## config.mk

```make
export PLATFORM = sky130hd
export DESIGN_NAME = per_client_request_limiter
export DESIGN_NICKNAME = d
export VERILOG_FILES = /design/src/sv/pcrl_pkg.sv /design/src/sv/pcrl_table.sv /design/src/sv/per_client_request_limiter.sv
export SDC_FILE = /design/constraint.sdc
export NUM_CORES = 2
export LEC_CHECK = 0
export ABC_AREA = 1
export BUFFER_PORTS_ARGS = -buffer_cell sky130_fd_sc_hd__buf_4
export CAP_MARGIN = 20
export CORE_ASPECT_RATIO = 0.5
export CORE_MARGIN = 2
export CORE_UTILIZATION = 58
export CTS_CLUSTER_DIAMETER = 120
export DETAILED_ROUTE_END_ITERATION = 10
export GPL_TIMING_DRIVEN = 0
export PLACE_DENSITY = 0.74
export SLEW_MARGIN = 20
export SYNTH_ARGS = -nofsm -noshare
export SYNTH_HDL_FRONTEND = slang
export SYNTH_SLANG_ARGS = --single-unit
```

## constraint.sdc

```tcl
create_clock -name clk -period 10.19 [get_ports clk]
set_input_delay 1.019 -clock clk [delete_from_list [all_inputs] [get_ports clk]]
set_output_delay 1.019 -clock clk [all_outputs]
set_load 0.02 [all_outputs]
```

## src/sv/pcrl_pkg.sv

```systemverilog
// Shared sizes, types and reset constants for the per-client request limiter.
package pcrl_pkg;

  localparam int ENTRIES    = 16;
  localparam int KEY_BITS   = 48;
  localparam int IDX_BITS   = $clog2(ENTRIES);
  localparam int COUNT_BITS = 8;
  localparam int SLOT_BITS  = 4;

  localparam logic [COUNT_BITS-1:0] MAX_REQ_RESET = COUNT_BITS'(3);

  typedef logic [KEY_BITS-1:0]   key_t;
  typedef logic [IDX_BITS-1:0]   idx_t;
  typedef logic [COUNT_BITS-1:0] count_t;

  // Outcome of one table lookup, handed from the table to the result register.
  typedef struct packed {
    logic admit;
    logic is_new;
    idx_t idx;
  } lookup_t;

endpackage

```

## src/sv/pcrl_table.sv

```systemverilog
// Client table: parallel key match, limit check and round-robin insertion.
module pcrl_table (
  input  logic                clk,
  input  logic                rst,
  input  pcrl_pkg::key_t      key,
  input  logic                update,
  input  pcrl_pkg::count_t    max_requests,
  output pcrl_pkg::lookup_t   result
);

  pcrl_pkg::key_t   entry_key   [pcrl_pkg::ENTRIES];
  pcrl_pkg::count_t entry_count [pcrl_pkg::ENTRIES];
  logic [pcrl_pkg::ENTRIES-1:0] entry_valid;
  pcrl_pkg::idx_t   insert_pointer;
  pcrl_pkg::idx_t   insert_pointer_next;

  logic [pcrl_pkg::ENTRIES-1:0] match;
  logic                         hit;
  pcrl_pkg::idx_t               hit_idx;
  logic                         below_limit;

  always_comb begin
    for (int i = 0; i < pcrl_pkg::ENTRIES; i++) begin
      match[i] = entry_valid[i] && (entry_key[i] == key);
    end
  end

  // Lowest matching slot wins; scan from the top so lower slots overwrite.
  always_comb begin
    hit_idx = '0;
    for (int i = pcrl_pkg::ENTRIES - 1; i >= 0; i--) begin
      if (match[i]) begin
        hit_idx = pcrl_pkg::IDX_BITS'(i);
      end
    end
    hit = |match;
  end

  assign below_limit = entry_count[hit_idx] < max_requests;

  always_comb begin
    if (insert_pointer == pcrl_pkg::IDX_BITS'(pcrl_pkg::ENTRIES - 1)) begin
      insert_pointer_next = '0;
    end else begin
      insert_pointer_next = insert_pointer + pcrl_pkg::IDX_BITS'(1);
    end
  end

  always_comb begin
    result.admit  = hit ? below_limit : 1'b1;
    result.is_new = !hit;
    result.idx    = hit ? hit_idx : insert_pointer;
  end

  always_ff @(posedge clk) begin
    if (rst) begin
      entry_valid    <= '0;
      insert_pointer <= '0;
      for (int i = 0; i < pcrl_pkg::ENTRIES; i++) begin
        entry_count[i] <= '0;
      end
    end else if (update) begin
      if (hit) begin
        if (below_limit) begin
          entry_count[hit_idx] <= entry_count[hit_idx] + pcrl_pkg::COUNT_BITS'(1);
        end
      end else begin
        entry_count[insert_pointer] <= pcrl_pkg::COUNT_BITS'(1);
        entry_valid[insert_pointer] <= 1'b1;
        insert_pointer              <= insert_pointer_next;
      end
    end
  end

  // Keys carry no reset; a slot's key is only compared once its valid bit is set.
  always_ff @(posedge clk) begin
    if (update && !hit) begin
      entry_key[insert_pointer] <= key;
    end
  end

endmodule

```

## src/sv/per_client_request_limiter.sv

```systemverilog
// Per-client request limiter top level: input register, table and result register.
//
// Each transaction on the input channel (in_valid/in_ready, client_key) is one
// request from the client named by the key. Exactly one result transaction
// follows on the output channel (out_valid/out_ready, admitted, was_new, slot).
// A known client is admitted while its count is below max_requests and denied
// afterward; an unknown client is inserted at the round-robin slot and admitted.
// The configuration channel (cfg_valid/cfg_ready, cfg_data) writes max_requests;
// it is always ready and is meant to be written while no request is in flight.
// The key of an accepted input transaction sits in the input register while the
// table lookup and update land in the result register, which holds the result
// until it is taken on the output channel.
// Throughput is one request per cycle while the receiver takes results, set by the
// parallel compare of all table slots against the registered key.
// When the receiver stalls, the result register holds, the input register fills,
// and in_ready drops until the result is taken.
// Reset clears all valid bits, counts and the insert pointer, sets max_requests
// to 3, and empties both registers; the block is ready in the next cycle.
module per_client_request_limiter (
  input  logic                             clk,
  input  logic                             rst,
  input  logic                             cfg_valid,
  output logic                             cfg_ready,
  input  logic [pcrl_pkg::COUNT_BITS-1:0]  cfg_data,
  input  logic                             in_valid,
  output logic                             in_ready,
  input  logic [pcrl_pkg::KEY_BITS-1:0]    client_key,
  output logic                             out_valid,
  input  logic                             out_ready,
  output logic                             admitted,
  output logic                             was_new,
  output logic [pcrl_pkg::SLOT_BITS-1:0]   slot
);

  pcrl_pkg::count_t  max_requests;
  logic              stage_valid;
  pcrl_pkg::key_t    stage_key;
  logic              advance;
  pcrl_pkg::lookup_t lookup;

  assign cfg_ready = 1'b1;
  assign advance   = stage_valid && (!out_valid || out_ready);
  assign in_ready  = !stage_valid || advance;

  always_ff @(posedge clk) begin
    if (rst) begin
      max_requests <= pcrl_pkg::MAX_REQ_RESET;
    end else if (cfg_valid) begin
      max_requests <= cfg_data;
    end
  end

  always_ff @(posedge clk) begin
    if (rst) begin
      stage_valid <= 1'b0;
    end else if (in_ready) begin
      stage_valid <= in_valid;
    end
  end

  always_ff @(posedge clk) begin
    if (in_ready && in_valid) begin
      stage_key <= client_key;
    end
  end

  pcrl_table u_table (
    .clk          (clk),
    .rst          (rst),
    .key          (stage_key),
    .update       (advance),
    .max_requests (max_requests),
    .result       (lookup)
  );

  always_ff @(posedge clk) begin
    if (rst) begin
      out_valid <= 1'b0;
    end else if (advance) begin
      out_valid <= 1'b1;
    end else if (out_ready) begin
      out_valid <= 1'b0;
    end
  end

  always_ff @(posedge clk) begin
    if (advance) begin
      admitted <= lookup.admit;
      was_new  <= lookup.is_new;
      slot     <= pcrl_pkg::SLOT_BITS'(lookup.idx);
    end
  end

endmodule
```

==> impl_results.md <==
* Final-report setup violation count at 0
* Post-route clock period utilization at 0.830
* Setup CP Type: flop to flop
* Buffers inserted by post-CTS timing repair at 0
* P per Cell Area at ~170 mW/mm2
* Routed wire length at 163000 um
* CTS tree: yes
* Number of distinct library cells after synthesis at a little under 60
* Post-route setup slack at between 1.5 and 2 ns
* Final-stage net count at about 3900
* Max rail drop VDD at about 150 uV
* Maximum buffer depth of the clock tree at 3
* Via total after detailed routing at between 30000 and 40000
* Worst-Skew Late Latency at approximately 0.70 ns
* Yosys warnings at 0
* Worst clock skew on the final layout at about 0.028 ns
* Global Route Usage Sum at 0.425
* Detailed-route vias per instance at between 6 and 7
* Synthesis-to-finish area growth at 15.1%
* Setup Total Neg Slack at 0 ns
* Number of max-slew violations in the final report at 0
* Sort of element at the end of the critical path: flop
* Relative max-transition margin at 0.138
* Num rows at 70
* Synthesized area at about 0.043 mm2
* Critical Path Source Type: flop
* Worst hold stages at 2
* Cell at the root of the clock tree: sky130_fd_sc_hd__clkbuf_16
* CTS clock-pin slew for the worst setup and hold paths at about 0.070 ns
* Synth area leader: sky130_fd_sc_hd__edfxtp_1
* Largest net degree at the start of global routing at 38
* Seq cells post-synth at 980
* Via count of the first global-routing pass at roughly 30000
* H-Tree Depth at 3
* Number of buffers added by the clock tree synthesis step at between 80 and 90
* Area share of the largest cell type after synthesis at 0.666
* Post-cts sizing count at 0
* Die height at 196 um
* Violation count after the first detailed-routing iteration at around 6500
* Chip Width at between 300 and 400 um
* Average wire per cell in the routed design at 33.4 um
* HPWL reported at the end of detailed placement at about 120000 um
* Post-Syn Area per Cell at ~12 um2
* Final standard cell utilization of the core at 0.675
* Synth top area cells: sky130_fd_sc_hd__edfxtp_1 67%, sky130_fd_sc_hd__nand2_1 6.0%, sky130_fd_sc_hd__nor2_1 3.6%
* Data required time of the worst path at 10.50 ns
* Critical Path Stages at 28
* IO Port Bufs at 67
* Antenna violations before repair at 14
* Cell count after synthesis at between 3000 and 4000
* Min-delay worst type: flop to flop
* Worst Path Arrival at 8.77 ns
* Final min period at approximately 8.5 ns
* Area of the die at about 0.076 mm2
* Slew at the pin closest to its max-slew limit at 1.29 ns
* DRT Pass-1 Iters at 7
* Fraction of final layout cells sized beyond drive strength 1 at 0.150
* # hold bufs at CTS at 0
* Fmax at approximately 120 MHz
* Placed instance count at 4721
* Final weighted congestion in routability-driven placement at 1.08
* Number of clock sinks seen by CTS at slightly below 1000
* Finished Layout Cells at about 4900
* Flop2flop setup slack at ~1.7 ns
* Buffering stage count on the worst path with inverters included at 9
* Max stage delay cell, worst path: sky130_fd_sc_hd__edfxtp_1
* Initial cell density of the core at 0.586
* Leak at approximately 18 nW
* DRC at 0
* Minimum setup slack after placement at ~2.4 ns
* Library cell appearing most often on the critical path: sky130_fd_sc_hd__nand2_1
* Post-synthesis sequential area ratio at 0.680
* Delay-heaviest family, CP: simple AND/OR/NAND/NOR gates
* Max-capacitance violation count at 0
* Run status: finished, final reports clean
* Net Count, Synth at roughly 3700
* Depth of the worst register-to-register path at 28
* Hold Violations, Final at 0
* Sum of overflow across all layers after global routing at 0
* Wire length of the first global-routing pass at between 200000 and 250000 um
* Unrepaired setup endpoints after global routing: no
* Number of top-level pins at 70
* Core box area at ~0.073 mm2
* Worst Path Max Fanout at 17
* Post-DRT Antenna Nets at 0
* Crit path largest cell delay at between 1 and 1.5 ns
[layout make-up]
| type | instances | area [um2] |
|---|---|---|
| Antenna cell | 9 | 22.5 |
| Buffer | 157 | 1080 |
| Clock buffer | 110 | 2340 |
| Clock inverter | 48 | 423 |
| Fill cell | 5242 | 23800 |
| Inverter | 224 | 843 |
| Multi-Input combinational cell | 2221 | 11900 |
| Sequential cell | 980 | 29100 |
| Tap cell | 972 | 1220 |
| Timing Repair Buffer | 171 | 2320 |
[cell families after synthesis]
group,Yosys count,share of synthesized area
xor gates and xnor gates,194,0.0397
adders and majority gates,12,0.00351
other,1,0.0000876
buffers and inverters,381,0.0449
AOI/OAI and AO/OA,602,0.0884
and+or+nand+nor,1412,0.143
DFF,980,0.680
[per-stage QoR]
step | total power, W | instance area, um2 | hold WS (ns)
after floorplan | 0.00488 | 42800 | 0.429
after detailed placement | 0.00525 | 46500 | 0.452
final | 0.00856 | 49300 | 0.460
after global routing | 0.00867 | 49300 | 0.480
after global placement | 0.00518 | 44500 | 0.440
after CTS | 0.00848 | 49200 | 0.468
[state kept, by name, indices dropped and copies added (netlist names)]
name	cells
u_table.entry_key	768
was_new	1
u_table.entry_valid	16
u_table.insert_pointer	4
slot	4
stage_valid	1
max_requests	8
u_table.entry_count	128
admitted	1
out_valid	1
stage_key	48
[power by group]
group          switching, W  leakage [nW]  internal, W
Combinational      0.000486          7.42     0.000191
Clock               0.00154          1.37      0.00181
Sequential        0.0000662          9.00      0.00447
Total               0.00209          17.8      0.00647
[worst min-delay path, cell delays in order (launching register included)]
cell and delay [ns]:
sky130_fd_sc_hd__dfxtp_1 0.33, sky130_fd_sc_hd__nand2_1 0.05, sky130_fd_sc_hd__nand3_1 0.05
[metal layers]
| metal | GRT usage | part of all wire | up-vias |
|---|---|---|---|
| met5 | 0 | 0.00056 | - |
| met3 | 0.243 | 0.21 | 483 |
| met4 | 0.166 | 0.046 | 10 |
| li1 | - | - | 13322 |
| met2 | 0.576 | 0.40 | 3198 |
| met1 | 0.562 | 0.35 | 15923 |
[layout by cell type, fill, tap and decap left out, types with 7 or more instances in the layout]
master                      instances
sky130_fd_sc_hd__o21a_1            17
sky130_fd_sc_hd__nor2_4            16
sky130_fd_sc_hd__buf_6             43
sky130_fd_sc_hd__nand2_1          682
sky130_fd_sc_hd__a21oi_1           23
sky130_fd_sc_hd__xor2_1           103
sky130_fd_sc_hd__nor4_1            52
sky130_fd_sc_hd__buf_12            27
sky130_fd_sc_hd__nand3b_1           7
sky130_fd_sc_hd__clkbuf_1          32
sky130_fd_sc_hd__nor2_1           396
sky130_fd_sc_hd__a211oi_1          34
sky130_fd_sc_hd__buf_2             75
sky130_fd_sc_hd__buf_16            15
sky130_fd_sc_hd__o22ai_1          110
sky130_fd_sc_hd__a221oi_1          66
sky130_fd_sc_hd__ha_1              12
sky130_fd_sc_hd__bufinv_16          7
sky130_fd_sc_hd__xnor2_1           91
sky130_fd_sc_hd__nand3_1          101
sky130_fd_sc_hd__o211ai_1           7
sky130_fd_sc_hd__clkinv_1          18
sky130_fd_sc_hd__a22o_1            36
sky130_fd_sc_hd__edfxtp_1         950
sky130_fd_sc_hd__or2_2             64
sky130_fd_sc_hd__dfxtp_1           30
sky130_fd_sc_hd__buf_4             96
sky130_fd_sc_hd__clkbuf_16         89
sky130_fd_sc_hd__buf_8             53
sky130_fd_sc_hd__diode_2            9
sky130_fd_sc_hd__nand3_2            9
sky130_fd_sc_hd__o21ai_1           19
sky130_fd_sc_hd__inv_2             31
sky130_fd_sc_hd__nand3_4            9
sky130_fd_sc_hd__nand4_1           34
sky130_fd_sc_hd__o21ai_0          265
sky130_fd_sc_hd__clkinv_2          20
sky130_fd_sc_hd__o2111ai_1          9
sky130_fd_sc_hd__nor3_1            16
sky130_fd_sc_hd__inv_1            188
[worst paths after layout]
check                  start                        end
min          max_requests[0]            max_requests[0]
min reg2reg  max_requests[0]            max_requests[0]
max reg2reg    stage_key[15]  u_table.entry_count[1][2]
max            stage_key[15]  u_table.entry_count[1][2]
[synthesized netlist by cell type, drive strengths merged]
library cell    n
ha             12
a21boi          1
nor3b           1
o211a           1
a221oi         68
nand3         119
inv           220
o21bai          3
or2            68
a22o           36
buf           140
o21a           17
and3            4
nand3b          7
a221o           2
xor2          103
a31oi           1
dfxtp          30
a21oi          24
a2111oi         3
nor3           16
clkinv          4
nand4          35
conb            1
and2            1
edfxtp        950
nor4           53
o22ai         110
o31ai           1
nor2          415
o2111ai         9
clkbuf         17
o21ai         285
xnor2          91
nand2         689
a211oi         34
o211ai          7
or4             4
(Power assumes the default switching activity.)
